--- config.mk ---
export PLATFORM = sky130hd
export DESIGN_NAME = per_unit_priority_task_scheduler
export DESIGN_NICKNAME = d
export VERILOG_FILES = /design/src/sv/pts_pkg.sv /design/src/sv/pts_cell.sv /design/src/sv/pts_queue.sv /design/src/sv/per_unit_priority_task_scheduler.sv
export SDC_FILE = /design/constraint.sdc
export NUM_CORES = 2
export LEC_CHECK = 0
export BUFFER_PORTS_ARGS = -buffer_cell sky130_fd_sc_hd__buf_2
export CORE_ASPECT_RATIO = 0.5
export CORE_MARGIN = 4
export CORE_UTILIZATION = 60
export DETAILED_ROUTE_END_ITERATION = 7
export PLACE_DENSITY = 0.76
export SETUP_SLACK_MARGIN = 0.15
export SLEW_MARGIN = 0
export SYNTH_ARGS = -nofsm -noshare
export SYNTH_HDL_FRONTEND = slang
export SYNTH_SLANG_ARGS = --single-unit
--- constraint.sdc ---
create_clock -name clk -period 12.63 [get_ports clk]
set_input_delay 0.6315 -clock clk [delete_from_list [all_inputs] [get_ports clk]]
set_output_delay 0.6315 -clock clk [all_outputs]
set_load 0.05 [all_outputs]
--- src/sv/pts_pkg.sv ---
// ----------------------------------------------------------------------------
// pts_pkg
// Shared types and codes of the per-unit priority task scheduler: beat
// structs, command and status codes, state encoding and cell control.
// ----------------------------------------------------------------------------
package pts_pkg;

	// Unit kinds: cpu, fpu, gpu; a two-bit unit field can also name a fourth,
	// nonexistent unit.
	localparam int UNITS      = 3;
	localparam int UNIT_W     = 2;
	localparam int UNIT_SLOTS = 1 << UNIT_W;

	// Fixed field widths of the beats
	localparam int PRIO_W = 4;
	localparam int ID_W   = 16;

	// Parameter defaults
	localparam int DEF_QUEUE_DEPTH   = 16;
	localparam int DEF_ID_BITS       = 16;
	localparam int DEF_PRIORITY_BITS = 4;

	localparam logic CMD_INSERT   = 1'b0;
	localparam logic CMD_SCHEDULE = 1'b1;

	typedef enum logic [2:0] {
		STAT_INSERTED = 3'd0,
		STAT_DROPPED  = 3'd1,
		STAT_SERVED   = 3'd2,
		STAT_EMPTY    = 3'd3,
		STAT_NONE     = 3'd4
	} pts_status_t;

	typedef enum logic [1:0] {
		S_IDLE,
		S_INSERT,
		S_SERVE
	} pts_state_t;

	// Input beat
	typedef struct packed {
		logic                     cmd;
		logic [UNIT_W-1:0]        unit_kind;
		logic [PRIO_W-1:0]        task_priority;
		logic signed [ID_W-1:0]   task_id;
		logic [UNITS-1:0]         serve_mask;
	} pts_item_t;

	// Result beat
	typedef struct packed {
		pts_status_t              status;
		logic [UNIT_W-1:0]        served_unit;
		logic [PRIO_W-1:0]        served_priority;
		logic signed [ID_W-1:0]   served_id;
		logic                     last_result;
	} pts_result_t;

	// Per-queue cell control
	typedef struct packed {
		logic ins;
		logic pop;
	} pts_ctl_t;

endpackage

--- src/sv/pts_cell.sv ---
// ----------------------------------------------------------------------------
// pts_cell
// One slot of a sorted queue. Holds a task and, on insert, keeps it, takes
// the new task or takes its upper neighbor's task; on pop, takes its lower
// neighbor's task. The chain stays sorted best first.
// ----------------------------------------------------------------------------
module pts_cell #(
	parameter int PRIORITY_BITS = 4,
	parameter int ID_BITS       = 16
) (
	input  logic                      clk,
	input  logic                      arst_n,
	input  pts_pkg::pts_ctl_t         ctl,
	input  logic [PRIORITY_BITS-1:0]  new_prio,
	input  logic signed [ID_BITS-1:0] new_id,
	input  logic                      prev_valid,
	input  logic [PRIORITY_BITS-1:0]  prev_prio,
	input  logic signed [ID_BITS-1:0] prev_id,
	input  logic                      prev_gt,
	input  logic                      next_valid,
	input  logic [PRIORITY_BITS-1:0]  next_prio,
	input  logic signed [ID_BITS-1:0] next_id,
	output logic                      valid,
	output logic [PRIORITY_BITS-1:0]  prio,
	output logic signed [ID_BITS-1:0] id,
	output logic                      gt
);
	import pts_pkg::*;

	logic                      valid_q;
	logic [PRIORITY_BITS-1:0]  prio_q;
	logic signed [ID_BITS-1:0] id_q;

	// New task goes ahead of this slot: slot empty, higher priority, or
	// same priority with a smaller id
	assign gt = !valid_q || (new_prio > prio_q) ||
		((new_prio == prio_q) && (new_id < id_q));

	// Track occupancy
	always_ff @(posedge clk or negedge arst_n) begin
		if (!arst_n) begin
			valid_q <= 1'b0;
		end else if (ctl.ins) begin
			if (prev_gt) begin
				valid_q <= prev_valid;
			end else if (gt) begin
				valid_q <= 1'b1;
			end
		end else if (ctl.pop) begin
			valid_q <= next_valid;
		end
	end

	// Shift or load the task payload
	always_ff @(posedge clk) begin
		if (ctl.ins) begin
			if (prev_gt) begin
				prio_q <= prev_prio;
				id_q   <= prev_id;
			end else if (gt) begin
				prio_q <= new_prio;
				id_q   <= new_id;
			end
		end else if (ctl.pop) begin
			prio_q <= next_prio;
			id_q   <= next_id;
		end
	end

	assign valid = valid_q;
	assign prio  = prio_q;
	assign id    = id_q;

endmodule

--- src/sv/pts_queue.sv ---
// ----------------------------------------------------------------------------
// pts_queue
// Bounded max-priority queue built as a chain of sorted cells. The head cell
// always holds the best task; full is the last cell being occupied.
// ----------------------------------------------------------------------------
module pts_queue #(
	parameter int QUEUE_DEPTH   = 16,
	parameter int PRIORITY_BITS = 4,
	parameter int ID_BITS       = 16
) (
	input  logic                      clk,
	input  logic                      arst_n,
	input  pts_pkg::pts_ctl_t         ctl,
	input  logic [PRIORITY_BITS-1:0]  new_prio,
	input  logic signed [ID_BITS-1:0] new_id,
	output logic                      head_valid,
	output logic [PRIORITY_BITS-1:0]  head_prio,
	output logic signed [ID_BITS-1:0] head_id,
	output logic                      full
);
	import pts_pkg::*;

	// Chain links: entry k+1 is cell k, entries 0 and QUEUE_DEPTH+1 are the
	// empty boundaries above the head and below the tail
	logic                      c_valid [QUEUE_DEPTH+2];
	logic [PRIORITY_BITS-1:0]  c_prio  [QUEUE_DEPTH+2];
	logic signed [ID_BITS-1:0] c_id    [QUEUE_DEPTH+2];
	logic                      c_gt    [QUEUE_DEPTH+2];

	// Tie the boundaries
	assign c_valid[0]             = 1'b0;
	assign c_prio[0]              = '0;
	assign c_id[0]                = '0;
	assign c_gt[0]                = 1'b0;
	assign c_valid[QUEUE_DEPTH+1] = 1'b0;
	assign c_prio[QUEUE_DEPTH+1]  = '0;
	assign c_id[QUEUE_DEPTH+1]    = '0;
	assign c_gt[QUEUE_DEPTH+1]    = 1'b0;

	for (genvar k = 0; k < QUEUE_DEPTH; k++) begin : g_cell
		pts_cell #(
			.PRIORITY_BITS (PRIORITY_BITS),
			.ID_BITS       (ID_BITS)
		) u_cell (
			.clk        (clk),
			.arst_n     (arst_n),
			.ctl        (ctl),
			.new_prio   (new_prio),
			.new_id     (new_id),
			.prev_valid (c_valid[k]),
			.prev_prio  (c_prio[k]),
			.prev_id    (c_id[k]),
			.prev_gt    (c_gt[k]),
			.next_valid (c_valid[k+2]),
			.next_prio  (c_prio[k+2]),
			.next_id    (c_id[k+2]),
			.valid      (c_valid[k+1]),
			.prio       (c_prio[k+1]),
			.id         (c_id[k+1]),
			.gt         (c_gt[k+1])
		);
	end

	assign head_valid = c_valid[1];
	assign head_prio  = c_prio[1];
	assign head_id    = c_id[1];
	assign full       = c_valid[QUEUE_DEPTH];

endmodule

--- src/sv/per_unit_priority_task_scheduler.sv ---
// ----------------------------------------------------------------------------
// per_unit_priority_task_scheduler
// Three bounded max-priority task queues (cpu, fpu, gpu) with insert and
// masked schedule commands.
// ----------------------------------------------------------------------------
// Usage:
//   An item beat is taken at a rising edge with start high and busy low.
//   cmd selects insert (task joins the queue of unit_kind, or is dropped when
//   that queue is full or the unit does not exist) or schedule (for each set
//   bit of serve_mask, lowest first, pop and report the best task of that
//   unit, or report an empty queue; a zero mask gives one "nothing
//   requested" result).
//   Each result beat sits on result for one cycle with result_strobe high;
//   the receiver cannot stall it. last_result marks the final beat of an
//   item.
//   The accepting edge moves the state to S_INSERT or S_SERVE, and each
//   result beat is registered from that state; further results of a
//   schedule follow one per cycle.
//   The cell chain takes one insert or pop per queue per cycle, and busy
//   stays high until the last result beat of an item is registered, so no
//   new item is taken before then.
//   The next item may be taken while the last result beat is still shown.
//   Reset empties all queues and clears busy and result_strobe.
// ----------------------------------------------------------------------------
module per_unit_priority_task_scheduler #(
	parameter int QUEUE_DEPTH   = pts_pkg::DEF_QUEUE_DEPTH,
	parameter int ID_BITS       = pts_pkg::DEF_ID_BITS,
	parameter int PRIORITY_BITS = pts_pkg::DEF_PRIORITY_BITS
) (
	input  logic                 clk,
	input  logic                 arst_n,
	input  logic                 start,
	output logic                 busy,
	input  pts_pkg::pts_item_t   item,
	output pts_pkg::pts_result_t result,
	output logic                 result_strobe
);
	import pts_pkg::*;

	localparam int PW = (PRIORITY_BITS > PRIO_W) ? PRIORITY_BITS : PRIO_W;
	localparam int IW = (ID_BITS > ID_W) ? ID_BITS : ID_W;

	pts_state_t  state_q, state_d;
	pts_item_t   item_q;
	logic [UNITS-1:0] mask_q, mask_d;
	pts_result_t result_q, result_d;
	logic        strobe_q, strobe_d;
	logic        accept;

	pts_ctl_t                  ctl       [UNIT_SLOTS];
	logic                      q_valid   [UNIT_SLOTS];
	logic [PRIORITY_BITS-1:0]  q_prio    [UNIT_SLOTS];
	logic signed [ID_BITS-1:0] q_id      [UNIT_SLOTS];
	logic                      q_full    [UNIT_SLOTS];

	logic [PW-1:0]             prio_ext;
	logic signed [IW-1:0]      id_ext;
	logic [PRIORITY_BITS-1:0]  new_prio;
	logic signed [ID_BITS-1:0] new_id;

	logic [UNIT_W-1:0]         sel;
	logic [UNITS-1:0]          sel_bit;
	logic [PW-1:0]             head_prio_ext;
	logic [IW-1:0]             head_id_ext;

	assign accept = start && (state_q == S_IDLE);
	assign busy   = (state_q != S_IDLE);

	// Fit the beat fields to the stored widths
	assign prio_ext = PW'(item_q.task_priority);
	assign id_ext   = IW'($signed(item_q.task_id));
	assign new_prio = prio_ext[PRIORITY_BITS-1:0];
	assign new_id   = id_ext[ID_BITS-1:0];

	// Queues, one per unit
	for (genvar u = 0; u < UNITS; u++) begin : g_queue
		pts_queue #(
			.QUEUE_DEPTH   (QUEUE_DEPTH),
			.PRIORITY_BITS (PRIORITY_BITS),
			.ID_BITS       (ID_BITS)
		) u_queue (
			.clk        (clk),
			.arst_n     (arst_n),
			.ctl        (ctl[u]),
			.new_prio   (new_prio),
			.new_id     (new_id),
			.head_valid (q_valid[u]),
			.head_prio  (q_prio[u]),
			.head_id    (q_id[u]),
			.full       (q_full[u])
		);
	end

	// The missing fourth unit reads as full and empty
	for (genvar u = UNITS; u < UNIT_SLOTS; u++) begin : g_none
		assign q_valid[u] = 1'b0;
		assign q_prio[u]  = '0;
		assign q_id[u]    = '0;
		assign q_full[u]  = 1'b1;
	end

	// Pick the lowest pending unit of the serve mask
	always_comb begin
		sel     = '0;
		sel_bit = '0;
		for (int u = UNITS - 1; u >= 0; u--) begin
			if (mask_q[u]) begin
				sel     = UNIT_W'(u);
				sel_bit = UNITS'(1) << u;
			end
		end
	end

	// Stored head fields back to beat widths
	assign head_prio_ext = PW'(q_prio[sel]);
	assign head_id_ext   = IW'(unsigned'(q_id[sel]));

	// Next state, cell control and next result beat
	always_comb begin
		state_d  = state_q;
		mask_d   = mask_q;
		strobe_d = 1'b0;
		result_d = result_q;
		for (int u = 0; u < UNIT_SLOTS; u++) begin
			ctl[u] = '0;
		end
		case (state_q)
			S_IDLE: begin
				if (start) begin
					state_d = (item.cmd == CMD_INSERT) ? S_INSERT : S_SERVE;
					mask_d  = item.serve_mask;
				end
			end
			S_INSERT: begin
				strobe_d                 = 1'b1;
				result_d.served_unit     = item_q.unit_kind;
				result_d.served_priority = '0;
				result_d.served_id       = '0;
				result_d.last_result     = 1'b1;
				if (q_full[item_q.unit_kind]) begin
					result_d.status = STAT_DROPPED;
				end else begin
					result_d.status           = STAT_INSERTED;
					ctl[item_q.unit_kind].ins = 1'b1;
				end
				state_d = S_IDLE;
			end
			S_SERVE: begin
				strobe_d = 1'b1;
				if (mask_q == '0) begin
					result_d.status          = STAT_NONE;
					result_d.served_unit     = '0;
					result_d.served_priority = '0;
					result_d.served_id       = '0;
					result_d.last_result     = 1'b1;
					state_d                  = S_IDLE;
				end else begin
					mask_d               = mask_q & ~sel_bit;
					result_d.served_unit = sel;
					result_d.last_result = (mask_d == '0);
					if (q_valid[sel]) begin
						result_d.status          = STAT_SERVED;
						result_d.served_priority = head_prio_ext[PRIO_W-1:0];
						result_d.served_id       = head_id_ext[ID_W-1:0];
						ctl[sel].pop             = 1'b1;
					end else begin
						result_d.status          = STAT_EMPTY;
						result_d.served_priority = '0;
						result_d.served_id       = '0;
					end
					if (mask_d == '0) begin
						state_d = S_IDLE;
					end
				end
			end
			default: begin
				state_d = S_IDLE;
			end
		endcase
	end

	// Control registers
	always_ff @(posedge clk or negedge arst_n) begin
		if (!arst_n) begin
			state_q  <= S_IDLE;
			strobe_q <= 1'b0;
		end else begin
			state_q  <= state_d;
			strobe_q <= strobe_d;
		end
	end

	// Hold the accepted beat, remaining mask and result payload
	always_ff @(posedge clk) begin
		if (accept) begin
			item_q <= item;
		end
		mask_q   <= mask_d;
		result_q <= result_d;
	end

	assign result        = result_q;
	assign result_strobe = strobe_q;

endmodule

; Word level (Yosys, flattened, before mapping)
; Cells that the tools add are included.
[totals]
out_inout_bits = 28
input_bits = 29
word_cells = 1222
register_bits = 1062
[classes]
mux = 607
n_bitwise = 4
magnitude_cmp = 100
eq_ne = 101
reduce_logical = 255
[op_table]
columns = operator, n
row1 = $mux 16, 191
row2 = $lt 16x16->1, 48
row3 = $mux 4, 191
row4 = $mux 1, 197
row5 = $eq 4x4->1, 48
row6 = $gt 4x4->1, 48
row7 = $ne 3x1->1 const B, 45
row8 = $reduce_and 2->1, 49
row9 = $logic_or 1x1->1, 96
row10 = $pmux 26 s2, 1
row11 = $logic_and 1x1->1, 51
row12 = $logic_not 1->1, 48
row13 = $bmux 16 s2, 1
row14 = $mux 26, 1
row15 = $mux 20, 1
row16 = $mux 2, 8
row17 = $pmux 8 s2, 1
row18 = $mux 3, 5
row19 = $mux 7, 2
row20 = $reduce_bool 2->1, 6
row21 = $bmux 4 s2, 1
row22 = $demux 2 s2, 2
row23 = $mux 8, 1
row24 = $ge 3x3->1 const B, 2
row25 = other kinds (16), 23

; Logic depth before layout (Yosys ltp)
[logic_depth]
ltp_word = 13
mapped_depth = 13
ltp_nobuf = 10

; Hierarchy
; A second synthesis with hierarchy kept.
[unflattened]
hier_cells = 8233
hier_area_um2 = 81376.8
[by_module_without_submodules]
columns = module, area_per_inst_um2, cells_each, n_inst, seq_area_each_um2
row1 = pts_cell at g_queue[0].u_queue.g_cell[0].u_cell ..., 1649.1, 167, 39, 625.6
row2 = pts_cell at g_queue[2].u_queue.g_cell[1].u_cell ..., 1606.5, 166, 9, 625.6
row3 = per_unit_priority_task_scheduler, 2592.5, 223, 1, 1606.5
row4 = pts_queue, 3.8, 1, 3, 0.0

; Worst setup path before layout
; Ideal clock, no wire load.
[synth_timing]
path_kind = register to register
from = register item_q (netlist bit id_ext[5])
to = register g_queue[1].u_queue.g_cell[9].u_cell.id_q[0] (enable)
path_slack_ns = 7.792
arrival_ns = 4.429
required_ns = 12.221
stages_incl_launch_ff = 10
setup_time_ns = 0.409
n_path_buf = 1
period_less_slack_ns = 4.838
cell_sequence = edfxtp_1 ha_1 a21o_1 a21o_1 a221o_1 a2111oi_1 mux2i_1 a21oi_2 buf_4 a31oi_1
[synth_via]
elab_chain_cells = 5
elab_cells_between_ends = 8
classes_between = 2 x order compare / 1 x eq/ne / 5 x reduce/logical
[synth_rtl]
columns = element, line
row1 = from (decl), per_unit_priority_task_scheduler.sv:44  ; pts_item_t item_q;
row2 = from (signal assigned), per_unit_priority_task_scheduler.sv:196  ; item_q <= item;
row3 = $lt 16x16->1, pts_cell.sv:37  ; ((new_prio == prio_q) && (new_id < id_q));
row4 = $logic_and 1x1->1, pts_cell.sv:37
row5 = $logic_or 1x1->1, pts_cell.sv:36  ; assign gt = !valid_q || (new_prio > prio_q) ||
row6 = $ne 3x1->1 (no line) *, n/a
row7 = $reduce_and 2->1 (no line) *, n/a
row8 = to (signal assigned), pts_cell.sv:59  ; id_q <= prev_id;
row9 = to (signal assigned), pts_cell.sv:62  ; id_q <= new_id;
row10 = to (signal assigned), pts_cell.sv:66  ; id_q <= next_id;
row11 = to (decl), pts_cell.sv:32  ; logic signed [ID_BITS-1:0] id_q;
; Every way passes the cells marked *; elsewhere a longest branch is shown, timed or not.
; A chain may end at the register's enable or synchronous reset.

; Worst setup path in the final report
[layout_timing]
from = register item_q (netlist bit new_prio[3])
to = register g_queue[0].u_queue.g_cell[8].u_cell.id_q[8] (enable)
[layout_via]
elab_chain_cells = 5
elab_cells_between_ends = 12
classes_between = 2 x order compare / 3 x eq/ne / 7 x reduce/logical
[layout_rtl]
columns = element, line
row1 = $gt 4x4->1 or $eq 4x4->1 (tied branches), "pts_cell.sv:36, pts_cell.sv:37"
row2 = $logic_or 1x1->1 or $logic_and 1x1->1 (tied branches), "pts_cell.sv:36, pts_cell.sv:37"
row3 = $logic_or 1x1->1, pts_cell.sv:36
row4 = $ne 3x1->1 (no line) *, n/a
row5 = $reduce_and 2->1 (no line) *, n/a
row6 = to (signal assigned), pts_cell.sv:59
row7 = to (signal assigned), pts_cell.sv:62
row8 = to (signal assigned), pts_cell.sv:66
row9 = to (decl), pts_cell.sv:32
; Marks and branches as above.

==> impl_metrics.env <==
export IMPL_finalCritPeriodShare=0.401
export IMPL_initial_utilization=0.606
export IMPL_place_congestion=0.919
export IMPL_dp_hpwl_um=152000
export IMPL_seq_area_frac_synth=0.431
export IMPL_grt_max_degree=245
export IMPL_p_seq_frac=0.388
export IMPL_fin_hold_ws_ns=0.0586
export IMPL_post_drt_wl_per_cell_um=25.2
export IMPL_swShare=0.367
export IMPL_p_leak_nw=33.7
export IMPL_synth_top_cell_area_share=0.414
export IMPL_clock_sinks=1062
export IMPL_setup_violations=0
export IMPL_dr_total_vias=59970
export IMPL_grt_overflow_total=0
export IMPL_period_needed_ns=5.06
export IMPL_p_clk_frac=0.277
export IMPL_dieArea_um2=128000
export IMPL_htreeDepth=3
export IMPL_clock_skew_ns=0.0285
export IMPL_nets=8189
export IMPL_start_kind="flip-flop"
export IMPL_rows=90
export IMPL_routed_via_density=6.66
export IMPL_ant_nets=0
export IMPL_post_cts_resized=0
export IMPL_intPower_mw=7.61
export IMPL_grt_pass1_vias=56567
export IMPL_drc=0
export IMPL_yosysTopAreaCell="edfxtp_1"
export IMPL_synth_nets=8329
export IMPL_cts_tree="done"
export IMPL_cp_required_ns=12.98
export IMPL_rsz0062_at_grt="false"
export IMPL_netlist_area_um2=73300
export IMPL_grt_first_pass_wirelength_um=340000
export IMPL_firstDrtPassIters=6
export IMPL_cp_end_kind="flip-flop"
export IMPL_worstSkewPairLatency_ns=0.75
export IMPL_worstHoldPathType="input port to flip-flop"
export IMPL_grt_antenna_before_repair=3
export IMPL_crit_fanout=35
export IMPL_dr_first_iter_drc_count=8191
export IMPL_cts_root_buf="clkbuf_16"
export IMPL_slew_viol_final=0
export IMPL_core_area_um2=121000
export IMPL_syn_to_final_growth_pct=7.68
export IMPL_synth_area_leaders="edfxtp_1 41%, ha_1 15%, mux2i_1 7.3%"
export IMPL_async_reset_ff_frac=0.0480
export IMPL_routed_wl_um=227000
export IMPL_p_switching_mw=4.42
export IMPL_cts_made_buffers=101
export IMPL_final_cell_mix="1011 x edfxtp_1, 918 x inv_1, 858 x ha_1"
export IMPL_hold_violations=0
export IMPL_avgSynthCellArea_um2=9.85
export IMPL_synth_flop_cell="edfxtp_1"
export IMPL_synth_distinct_cells=76
export IMPL_synth_warnings=0
export IMPL_cts_hold_buf=1
export IMPL_clk_path_buf_depth=3
export IMPL_port_buffer_count=56
export IMPL_synth_seq_cells=1062
export IMPL_synth_edf_count=1011
export IMPL_fp_dieH_um=255
export IMPL_critPathArrivalTime_ns=5.41
export IMPL_layout_drive_gt1_share=0.0597
export IMPL_grt_use_total=0.346
export IMPL_pwr_share_comb=0.335
export IMPL_vdd_ir_drop_max_mv=0.111
export IMPL_final_common_cell="edfxtp_1"
export IMPL_cts_setup_buffers=0
export IMPL_clkTransAtPathRegs_ns=0.07
export IMPL_status="complete, no violations"
export IMPL_dieWidth_um=502
export IMPL_worstSetupPathType="flip-flop to flip-flop"
export IMPL_pwr_density_cell_nw_per_um2=152
export IMPL_fmax_mhz=198
export IMPL_worst_pin_slew_ns=1.28
export IMPL_power_total_mw=12.0
export IMPL_setup_tns_ns=0
export IMPL_ios=57
export IMPL_syn_inst=7442
export IMPL_cap_violations=0
export IMPL_max_slew_margin=0.143
[flip-flops by register name (all words and copies together), names as in the netlist]
signal and count:
g_queue.u_queue.g_cell.u_cell.id 768, g_queue.u_queue.g_cell.u_cell.prio 192, g_queue.u_queue.g_cell.u_cell.valid 48, result 26, id_ext 16, new_prio 4
mask_q 3, item_q 2, state_q 2, result_strobe 1
[synth_stat cells, drive strengths merged (118+ instances only)]
cell type,count
a221o,124
mux2i,537
inv,919
nand2,687
nor2,360
nor2b,118
buf,129
o21ai,643
clkbuf,303
nand3,234
a21o,160
edfxtp,1011
o221ai,187
ha,858
a21oi,367
[logic make-up (layout without fill, tap and decap cells)]
kind of cell | after synthesis | count (layout) | synth area share
DFF | 1062 | 1062 | 0.431
muxes | 545 | 545 | 0.0745
AOI/OAI and AO/OA | 1850 | 1850 | 0.164
adders and majority gates | 858 | 858 | 0.146
and+or+nand+nor | 1775 | 1775 | 0.112
buffers and inverters | 1351 | 1296 | 0.0711
xor gates and xnor gates | 1 | 1 | 0.000119
other | 0 | 2 | 0
[critical path, stage by stage (launching register included)]
cell and delay (ns):
edfxtp_1 0.32, buf_4 0.28, buf_4 0.50, buf_4 0.60, ha_1 0.28, nand4_1 0.21, nor3b_2 1.04, nor3_1 0.28
a31oi_2 1.09
[metrics by stage]
step            util  setup slack [ns]  std cells  cell area (um^2)
2_1_floorplan      -              7.79       7442             73300
3_3_place_gp   0.624              7.89       8808             75500
3_5_place_dp   0.624              7.74       8808             75500
4_1_cts        0.653              7.73       8997             79000
5_1_grt        0.653              7.30       8997             79000
6_report       0.653              7.57       8999             79000
[area by class of cell]
| class | count | area [um^2] |
|---|---|---|
| diodes | 2 | 5.00 |
| clock buffers | 128 | 2740 |
| clock inverters | 60 | 727 |
| fillers | 9645 | 42000 |
| inverters | 919 | 3450 |
| multi-input cells | 5029 | 36900 |
| flip-flops and latches | 1062 | 31600 |
| well taps | 1610 | 2010 |
| repair buffers | 189 | 1480 |
[layer usage]
layer | routed length [um] | vias to the layer above | part of all wire | track usage
li1 | - | 27017 | - | -
met1 | 90400 | 28644 | 0.40 | 0.475
met4 | 11700 | 2 | 0.052 | 0.158
met5 | 13 | - | 0.000057 | 0
met3 | 26300 | 732 | 0.12 | 0.0711
met2 | 98200 | 3575 | 0.43 | 0.533
[final timing paths]
| path | start | endpoint | slack (ns) | depth (start not counted) |
|---|---|---|---|---|
| worst max-delay path | new_prio[3] | g_queue[0].u_queue.g_cell[8].u_cell.id[8] | 7.57 | 8 |
| worst min-delay path | item[9] | id_ext[6] | 0.06 | 1 |
| worst max register to register | new_prio[3] | g_queue[0].u_queue.g_cell[8].u_cell.id[8] | 7.57 | 8 |
| worst min register to register | g_queue[0].u_queue.g_cell[15].u_cell.id[7] | g_queue[0].u_queue.g_cell[14].u_cell.id[7] | 0.55 | 1 |
| max in group asynchronous | arst_n | g_queue[2].u_queue.g_cell[8].u_cell.valid | 11.49 | 2 |
| min in group asynchronous | arst_n | g_queue[0].u_queue.g_cell[15].u_cell.valid | 0.55 | 2 |
[power groups by stage]
stage	combinational, mW	clock [mW]	sequential [mW]
finish	4.03	3.33	4.66
global route	4.39	3.47	4.68
CTS	3.95	3.33	4.65
detailed placement	3.92	0	4.72
global placement	3.80	0	4.72
floorplan	2.50	0	4.86
Note: power is estimated with default switching activity, not from simulation.
